File: src/rtl/core/bstf_pkg.sv
package bstf_pkg;

  // Tile RAM geometry: four pages of 4096 bytes, held as two byte banks
  // (even and odd byte addresses) so that a code and attribute pair reads at once.
  localparam int PAGE_BYTES  = 4096;
  localparam int PAGES       = 4;
  localparam int RAM_BYTES   = PAGE_BYTES * PAGES;
  localparam int BYTE_ADDR_W = $clog2(RAM_BYTES);
  localparam int WORD_ADDR_W = BYTE_ADDR_W - 1;
  localparam int OFFSET_W    = $clog2(PAGE_BYTES);
  localparam int PAGE_W      = $clog2(PAGES);

  // Configuration port.
  localparam int CFG_INDEX_W = 2;
  localparam int CFG_DATA_W  = 16;

  localparam logic [CFG_INDEX_W-1:0] REG_SCROLL_X    = 2'd0;
  localparam logic [CFG_INDEX_W-1:0] REG_SCROLL_Y    = 2'd1;
  localparam logic [CFG_INDEX_W-1:0] REG_WIDE_LAYOUT = 2'd2;
  localparam logic [CFG_INDEX_W-1:0] REG_BG_ENABLE   = 2'd3;

  // Command codes.
  localparam logic [1:0] ACT_RAM_WRITE = 2'd0;
  localparam logic [1:0] ACT_RAM_READ  = 2'd1;
  localparam logic [1:0] ACT_PAGE_SEL  = 2'd2;
  localparam logic [1:0] ACT_FETCH     = 2'd3;

  typedef struct packed {
    logic [1:0]          action;
    logic [OFFSET_W-1:0] cpu_offset;
    logic [7:0]          write_data;
    logic [4:0]          screen_col;
    logic [4:0]          screen_row;
  } cmd_t;

  typedef struct packed {
    logic [7:0]  read_data;
    logic [10:0] tile_code;
    logic [3:0]  tile_colour;
    logic        tile_flip_x;
    logic [6:0]  map_col;
    logic [6:0]  map_row;
    logic        tile_valid;
  } result_t;

  // Location of one tile entry in the map, as found by the address generator.
  typedef struct packed {
    logic [WORD_ADDR_W-1:0] word_addr;
    logic [6:0]             map_col;
    logic [6:0]             map_row;
  } tile_loc_t;

endpackage

File: src/rtl/core/bstf_addr_gen.sv
module bstf_addr_gen (
  input  logic [15:0]       scroll_x,
  input  logic [15:0]       scroll_y,
  input  logic              wide_layout,
  input  logic [4:0]        screen_col,
  input  logic [4:0]        screen_row,
  output bstf_pkg::tile_loc_t loc
);

  logic [6:0] cx;
  logic [6:0] cy;
  logic [6:0] x;
  logic [6:0] y;

  // Coarse scroll added to the screen position; only the low seven bits survive the wrap.
  assign cx = scroll_x[10:4] + {2'b00, screen_col};
  assign cy = scroll_y[10:4] + {2'b00, screen_row};

  // Wrap to 128x64 tiles in the wide layout, 64x128 tiles otherwise, and place the
  // two-byte entry: pages of 16x16 tiles, 32 bytes a tile row inside a page.
  always_comb begin
    if (wide_layout) begin
      x = cx;
      y = {1'b0, cy[5:0]};
      loc.word_addr = {y[5:4], x[6:4], y[3:0], x[3:0]};
    end else begin
      x = {1'b0, cx[5:0]};
      y = cy;
      loc.word_addr = {y[6:4], x[5:4], y[3:0], x[3:0]};
    end
    loc.map_col = x;
    loc.map_row = y;
  end

endmodule

File: config.mk
export PLATFORM = sky130hd
export DESIGN_NAME = bstf_addr_gen
export DESIGN_NICKNAME = d
export VERILOG_FILES = /design/src/rtl/core/bstf_pkg.sv /design/src/rtl/core/bstf_addr_gen.sv
export SDC_FILE = /design/constraint.sdc
export NUM_CORES = 1
export LEC_CHECK = 0
export ABC_AREA = 1
export ABC_CLOCK_PERIOD_IN_PS = 1800
export BUFFER_PORTS_ARGS = -buffer_cell sky130_fd_sc_hd__buf_2
export CORE_MARGIN = 4
export CORE_UTILIZATION = 36
export DETAILED_ROUTE_END_ITERATION = 8
export PLACE_DENSITY_LB_ADDON = 0.1
export SLEW_MARGIN = 10
export SYNTH_ARGS = -nofsm -noshare
export SYNTH_HDL_FRONTEND = slang
export SYNTH_SLANG_ARGS = --single-unit
export TNS_END_PERCENT = 100
File: constraint.sdc
create_clock -name vclk -period 1.8
set_input_delay 0.18 -clock vclk [all_inputs]
set_output_delay 0.18 -clock vclk [all_outputs]
set_load 0.01 [all_outputs]
==> reports/results.ini, run 1 <==
[layout]
seqCellArea_um2=0
final_core_util_pct=52.3
clockBufferCount=0
syn_to_final_growth_pct=34.2
layout.nets=197
post_route_cells_drive_above_1_share_pct=40.7
instances_no_fill=156
multi_input_area_um2=479
diodes=0
n_sequential_cell=0
fillers=179

[timing]
hold_viol_final=0
tightest_slew_ns=0.215
slew_violations=0
max_freq_ghz=0.596
rsz0062_at_grt=no
fin_crit_ns=1.68
setup_viol=0
fin_crit_sh_pct=93.2
finalSetupTns_ns=0
relSlewSlack_pct=85.6

[detailed_routing]
wl_per_cell_um=8.44
num_vias=710
routed_wirelength_um=1320
viasPerCell=4.55
dr.pass1.iters=4
final_antenna_net_count=0
drtIter0Drc=5
drc_errors=0

[pwr]
intPower_uw=148
p_per_area_nw_per_um2=407
p_switching_uw=184
power_leakage_nw=0.547
comb_power_share_pct=100.0
power_frac_clock_pct=0
max-vdd-ir-drop_uv=252
power.total_uw=332
power_frac_seq_pct=0
swShare_pct=55.4

[place]
finalWeightedCongestion=0.733
dp_hpwl_um=1270
port_buffers=52
dp.cells=156

[clock_tree]
cts_setup_buffers=0
cts.repair.resized=0
postCtsHoldBufs=0

[critical_path]
crit_type=in2out
worst_ep_required_time_ns=1.62
cp.arrival_ns=1.50
end_kind=output pin
crit_fanout=3
worstSetupStartpoint=scroll_y[4]
start_kind=input pin
endpoint=loc[25]

[synth]
syn_area_um2=608
ys_seq_area_share_pct=0
yosys.area.top_type=ha_1
syn-instance-count=98
synth_top_cell_area_share_pct=20.6
synth_cell_types=16
syn_nets=153
syn_area_per_cell_um2=6.20
netlist_top_cells_area=ha_1, nand2_1, buf_4, inv_1, xor2_1
ys.warnings.count=0

[job]
max-cap-violations=0

[global_route]
grt_max_degree=7
grt_usage_pct=10.8
grt_pass1_vias=614
grt_pass1_wl_um=2340
antenna_found_initial=0
grt_overflow=0

[run_status]
outcome=complete, no violations

[floorplan]
io_pins=70
die_h_um=49.1
dieArea_um2=2410
coreArea_um2=1560
start_util_pct=39.0
die_w_um=49.1
num_rows=14

[min_path]
worstHoldPathType=in2out

## how the worst min path moves through the flow
stage	startpoint	endpoint	slack [ns]	depth (start not counted)
floorplan	scroll_x[9]	loc[12]	0.45	1
global placement	scroll_x[9]	loc[12]	0.67	3
detailed placement	scroll_x[9]	loc[23]	0.67	3
CTS	scroll_x[9]	loc[23]	0.67	3
global route	scroll_x[9]	loc[23]	0.69	3
finish	scroll_x[9]	loc[23]	0.67	3
## stage by stage
stage	setup slack [ns]	area (um2)	hold slack [ns]
6_report	0.122	816	0.668
5_1_grt	0.00320	816	0.691
4_1_cts	0.0385	813	0.673
3_5_place_dp	0.0394	813	0.672
3_3_place_gp	0.0594	813	0.669
2_1_floorplan	0.250	608	0.451
## kinds of logic (layout without fill, tap and decap cells)
kind of cell	after synthesis	in the layout	synth area share (%)
AOI/OAI and AO/OA	5	5	4.32
xor gates and xnor gates	7	7	11.3
adders and majority gates	12	12	27.2
buffers and inverters	25	67	21.6
and+or+nand+nor	49	49	35.6
## per-layer routing
metal / vias up / share of wire [%] / global-route usage [%]
met4: 0 / 0 / 0
met2: 25 / 54 / 22.1
met1: 303 / 38 / 12.6
met3: 0 / 7.5 / 0.612
li1: 382 / - / -
met5: - / 0 / 0
## synthesized netlist by cell type (all sizes together)
library cell  number
a21oi              4
a31oi              1
and2               1
buf               10
fa                 2
ha                10
inv               15
nand2             32
nand3             10
nand4              2
nor2               4
xnor2              1
xor2               6
## critical path, stage by stage
cell and delay, ns:
buf_2 0.10, ha_1 0.23, fa_2 0.39, nand3_2 0.09, nand2_1 0.08, xor2_2 0.17, nand2_1 0.07, nand2_1 0.07
buf_2 0.12
## power by group through the flow
stage                     Sequential [mW]  Combinational, mW  Clock [mW]
after floorplan                         0              0.251           0
after global placement                  0              0.334           0
after detailed placement                0              0.337           0
after CTS                               0              0.338           0
after global routing                    0              0.375           0
final                                   0              0.332           0
## final cells by class
type / count / area share, %
well taps: 16 / 2.45
multi-input cells: 73 / 58.7
repair buffers: 52 / 31.9
inverters: 15 / 6.90
## layout by cell type, fill, tap and decap left out, drive strengths merged
cell type and count:
fa 2, xnor2 1, xor2 6, ha 10, a21oi 4, nor2 4, a31oi 1, buf 52
inv 15, nand4 2, nand2 32, nand3 10, and2 1
(Power assumes the default switching activity.)
==> run 2: changes to the inputs <==
--- a/config.mk
+++ b/config.mk
@@ -11,8 +11,8 @@
 export CORE_MARGIN = 4
 export CORE_UTILIZATION = 36
 export DETAILED_ROUTE_END_ITERATION = 8
-export PLACE_DENSITY_LB_ADDON = 0.1
-export SLEW_MARGIN = 10
+export PLACE_DENSITY = 0.95
+export SLEW_MARGIN = 40
 export SYNTH_ARGS = -nofsm -noshare
 export SYNTH_HDL_FRONTEND = slang
 export SYNTH_SLANG_ARGS = --single-unit
==> run 2 against run 1 <==
- clock-buffer cell count unchanged
- power grew 2.1%
- die area unchanged
- sequential share of layout area is the same
- critical path depth did not move
- via count grew 3.4%
- cell area grew 0.31%
- maximum frequency about the same
- critical path type unchanged
==> reports/results.ini, run 2 (synthesized netlist as in run 1, its figures left out) <==
[run_status]
outcome=complete, no violations  ; unchanged

[floorplan]
io_pins=70  ; unchanged
die_w_um=49.1  ; unchanged
start_util_pct=39.0  ; unchanged
coreArea_um2=1560  ; unchanged
dieArea_um2=2410  ; unchanged
die_h_um=49.1  ; unchanged
num_rows=14  ; unchanged

[layout]
layout_common_cells=buf_2, nand2_1, inv_1, ha_1, nand3_1  ; unchanged
final_core_util_pct=52.5  ; was 52.3%
layout.nets=197  ; unchanged
instances_no_fill=156  ; unchanged
n_sequential_cell=0  ; unchanged
syn_to_final_growth_pct=34.6  ; was 34.2%
seqCellArea_um2=0  ; unchanged
diodes=0  ; unchanged
layout_commonest_cell=buf_2  ; unchanged
post_route_cells_drive_above_1_share_pct=41.4  ; was 40.7%
clockBufferCount=0  ; unchanged

[timing]
fin_crit_sh_pct=93.2  ; about the same
max_freq_ghz=0.596  ; about the same
tightest_slew_ns=0.213  ; was 0.215 ns
rsz0062_at_grt=yes  ; was no
relSlewSlack_pct=85.8  ; was 85.6%
slew_violations=0  ; unchanged
holdWs_ns=0.676  ; was 0.668 ns
hold_viol_final=0  ; unchanged
setup_viol=0  ; unchanged
layout_setup_ws_ns=0.122  ; about the same
fin_crit_ns=1.68  ; about the same

[global_route]
grt_pass1_wl_um=2500  ; was 2340 um
grt_overflow=0  ; unchanged
grt_usage_pct=11.8  ; was 10.8%
grt_pass1_vias=635  ; was 614
grt_max_degree=7  ; unchanged
antenna_found_initial=0  ; unchanged

[pwr]
power.total_uw=339  ; was 332 uW
power_leakage_nw=0.546  ; was 0.547 nW
p_per_area_nw_per_um2=414  ; was 407 nW/um2
max-vdd-ir-drop_uv=218  ; was 252 uV

[min_path]
min-delay-start=screen_row[0]  ; was scroll_x[9]
worstHoldPathType=in2out  ; unchanged

[critical_path]
start_kind=input pin  ; unchanged
worst_ep_required_time_ns=1.62  ; about the same
cp.arrival_ns=1.50  ; about the same
worstSetupStartpoint=scroll_y[4]  ; unchanged
end_kind=output pin  ; unchanged
crit_fanout=3  ; unchanged
crit_type=in2out  ; unchanged

[place]
dp.cells=156  ; unchanged
port_buffers=52  ; unchanged
dp_hpwl_um=1390  ; was 1270 um
finalWeightedCongestion=0.714  ; was 0.733
place_ws_ns=0.0340  ; was 0.0394 ns

[job]
max-cap-violations=0  ; unchanged

[clock_tree]
cts_setup_buffers=0  ; unchanged

[detailed_routing]
final_antenna_net_count=0  ; unchanged
routed_wirelength_um=1440  ; was 1320 um
wl_per_cell_um=9.23  ; was 8.44 um
num_vias=734  ; was 710
viasPerCell=4.71  ; was 4.55
dr.pass1.iters=2  ; was 4
drc_errors=0  ; unchanged
drtIter0Drc=1  ; was 5

run 2: changes by cell type in the layout (fill, tap and decap cells not counted):
cell  before  now
fa_1       1    0
fa_2       1    2
run 2: path summary, 6_finish.rpt:
path	endpoint	cells past startpoint	slack [ns]
hold / removal	loc[0]	3	0.68
setup / recovery	loc[24]	9	0.12
run 2: critical path: stages:
cell and delay, ns:
buf_2 0.10, ha_1 0.23, fa_2 0.38, nand3_2 0.08
nand2_1 0.09, xor2_2 0.18, nand2_1 0.08, nand2_1 0.06
buf_2 0.12
run 2: where the power goes:
group / total (mW) / switching (mW) / internal [mW]
Sequential: 0 / 0 / 0
Clock: 0 / 0 / 0
Combinational: 0.339 / 0.190 / 0.149
run 2: per-layer routing:
metal | GRT usage, % | up-vias | wire length (um) | part of all wire, %
li1 | - | 388 | - | -
met1 | 13.8 | 305 | 537 | 37
met2 | 23.2 | 41 | 701 | 49
met3 | 1.83 | 0 | 201 | 14
met4 | 0 | 0 | 0 | 0
met5 | 0 | - | 0 | 0
run 2: layout make-up:
class / count / area (um2)
fillers: 164 / 741
well taps: 16 / 20.0
inverters: 15 / 56.3
repair buffers: 52 / 260
multi-input cells: 73 / 482
run 2: repair_timing:
action                                  in CTS  in global routing
endpoints found under the setup margin       0                  5
hold buffers                                 0                  0
resized for setup                            0                  2
run 2: metrics by stage:
stage               instance area [um2]   TNS, ns
finish                              818         0
CTS                                 813         0
global route                        818  -0.00364
detailed placement                  813         0
global placement                    813         0
floorplan                           608         0
==> run 3: changes to the inputs <==
--- a/config.mk
+++ b/config.mk
@@ -12,6 +12,7 @@
 export CORE_UTILIZATION = 36
 export DETAILED_ROUTE_END_ITERATION = 8
 export PLACE_DENSITY = 0.95
+export SETUP_SLACK_MARGIN = 0.3
 export SLEW_MARGIN = 40
 export SYNTH_ARGS = -nofsm -noshare
 export SYNTH_HDL_FRONTEND = slang
==> run 3 against run 2 <==
- combinational power increased by 32%
- final cell count increased by 5.8%
- maximum frequency increased by 2.7%
- sequential cell count unchanged
- first-iteration DRC count increased to 7.0 times the previous value
- cell area increased by 37%
- critical path depth increased by 2
- die area unchanged
- non-clock buffer count increased by 9
- via count increased by 13%
- clock-buffer cell count unchanged
- wire length increased by 43%
==> reports/results.ini, run 3 (synthesized netlist as in run 1, its figures left out) <==
[layout]
multi_input_area_um2=643  ; was 482 um2
final_area_um2=1120  ; was 818 um2
layout.nets=206  ; was 197
clockBufferCount=0  ; unchanged
fillers=120  ; was 164
seqCellArea_um2=0  ; unchanged
post_route_cells_drive_above_1_share_pct=61.7  ; was 41.4%
n_sequential_cell=0  ; unchanged
layout_common_cells=buf_2, nand2_1, inv_1, buf_6  ; was buf_2, nand2_1, inv_1, ha_1, nand3_1
syn_to_final_growth_pct=84.6  ; was 34.6%
diodes=0  ; unchanged
layout_commonest_cell=buf_2  ; unchanged

[floorplan]
num_rows=14  ; unchanged
die_h_um=49.1  ; unchanged
start_util_pct=39.0  ; unchanged
coreArea_um2=1560  ; unchanged
dieArea_um2=2410  ; unchanged
die_w_um=49.1  ; unchanged
io_pins=70  ; unchanged

[critical_path]
cp.arrival_ns=1.45  ; was 1.50 ns
start_kind=input pin  ; unchanged
path_common_cell=nand2_1  ; unchanged
worst_ep_required_time_ns=1.62  ; about the same
slowest_delay_ns=0.38  ; about the same
crit_chain=buf_6 > ha_4 > fa_2 > nand2_2 > nand2_2 > nand3_2 > nand2_1 > nand2_1 > nand3_2 > nand2_1 > buf_2  ; was buf_2 > ha_1 > fa_2 > nand3_2 > nand2_1 > xor2_2 > nand2_1 > nand2_1 > buf_2
crit_type=in2out  ; unchanged
crit_fanout=3  ; unchanged
cp_slowest_cell=fa_2  ; unchanged
end_kind=output pin  ; unchanged
crit_buf_inv=2  ; unchanged
worstSetupStartpoint=screen_row[0]  ; was scroll_y[4]
crit_family=adder cells  ; unchanged

[timing]
hold_viol_final=0  ; unchanged
relSlewSlack_pct=86.7  ; was 85.8%
layout_setup_ws_ns=0.166  ; was 0.122 ns
max_freq_ghz=0.612  ; was 0.596 GHz
tightest_slew_ns=0.200  ; was 0.213 ns
slew_violations=0  ; unchanged
rsz0062_at_grt=yes  ; unchanged
fin_crit_sh_pct=90.8  ; was 93.2%
setup_viol=0  ; unchanged
fin_crit_ns=1.63  ; was 1.68 ns
finalSetupTns_ns=0  ; unchanged

[global_route]
grt_usage_pct=14.4  ; was 11.8%
grt_overflow=0  ; unchanged
grt_pass1_wl_um=2970  ; was 2500 um
grt_max_degree=7  ; unchanged
grt_pass1_vias=713  ; was 635
antenna_found_initial=0  ; unchanged

[min_path]
worstHoldPathType=in2out  ; unchanged
min-delay-start=scroll_y[4]  ; was screen_row[0]

[place]
place_ws_ns=0.120  ; was 0.0340 ns
place_area_um2=828  ; was 813 um2
finalWeightedCongestion=0.709  ; was 0.714
port_buffers=52  ; unchanged
dp_hpwl_um=1410  ; was 1390 um

[detailed_routing]
final_antenna_net_count=0  ; unchanged
dr.pass1.iters=4  ; was 2
drc_errors=0  ; unchanged
routed_wirelength_um=2060  ; was 1440 um
viasPerCell=5.01  ; was 4.71
drtIter0Drc=7  ; was 1
wl_per_cell_um=12.5  ; was 9.23 um
num_vias=827  ; was 734

[pwr]
power_leakage_nw=0.636  ; was 0.546 nW
max-vdd-ir-drop_uv=264  ; was 218 uV
p_per_area_nw_per_um2=399  ; was 414 nW/um2

[run_status]
outcome=complete, no violations  ; unchanged

[clock_tree]
postCtsHoldBufs=0  ; unchanged

[job]
max-cap-violations=0  ; unchanged

run 3: cell types whose count changed in the layout (fill, tap and decap cells not counted), sizes merged:
cell | before | now
buf | 52 | 61
run 3: area by class of cell:
cell class,instances,share of cell area (%)
repair buffers,61,35.9
multi-input cells,73,57.3
inverters,15,5.02
well taps,16,1.78
run 3: what timing repair did:
action,in CTS,in global routing
gates resized for setup,18,24
endpoints found under the hold margin,0,0
buffers inserted,3,6
pin swaps,18,19
setup endpoints to repair,11,15
run 3: worst min-delay path, delay by kind of cell:
family	cells	cell delay [ns]
adder cells (fa/ha/maj)	1	0.11
buffers and inverters	2	0.18
run 3: metal layers:
| layer | GRT usage [%] | wire (um) |
|---|---|---|
| met1 | 16.2 | 732 |
| met2 | 29.5 | 1100 |
| met3 | 1.83 | 215 |
| met4 | 0 | 10 |
| met5 | 0 | 0 |
run 3: path summary, 6_finish.rpt:
path	endpoint	slack [ns]	cells after the start
max	loc[26]	0.17	11
min	loc[18]	0.66	3
run 3: per-stage QoR:
| stage | hold slack, ns | power [mW] | utilization, % | std cells |
|---|---|---|---|---|
| floorplan | 0.451 | 0.259 | - | 98 |
| global placement | 0.669 | 0.339 | 53.1 | 156 |
| CTS | 0.660 | 0.388 | 61.3 | 159 |
| finish | 0.657 | 0.448 | 72.0 | 165 |
| global route | 0.668 | 0.490 | 72.0 | 165 |
| detailed placement | 0.676 | 0.349 | 53.1 | 156 |
run 3: report_power, final:
part           switching, mW  internal [mW]
clock                      0              0
sequential                 0              0
combinational          0.230          0.218
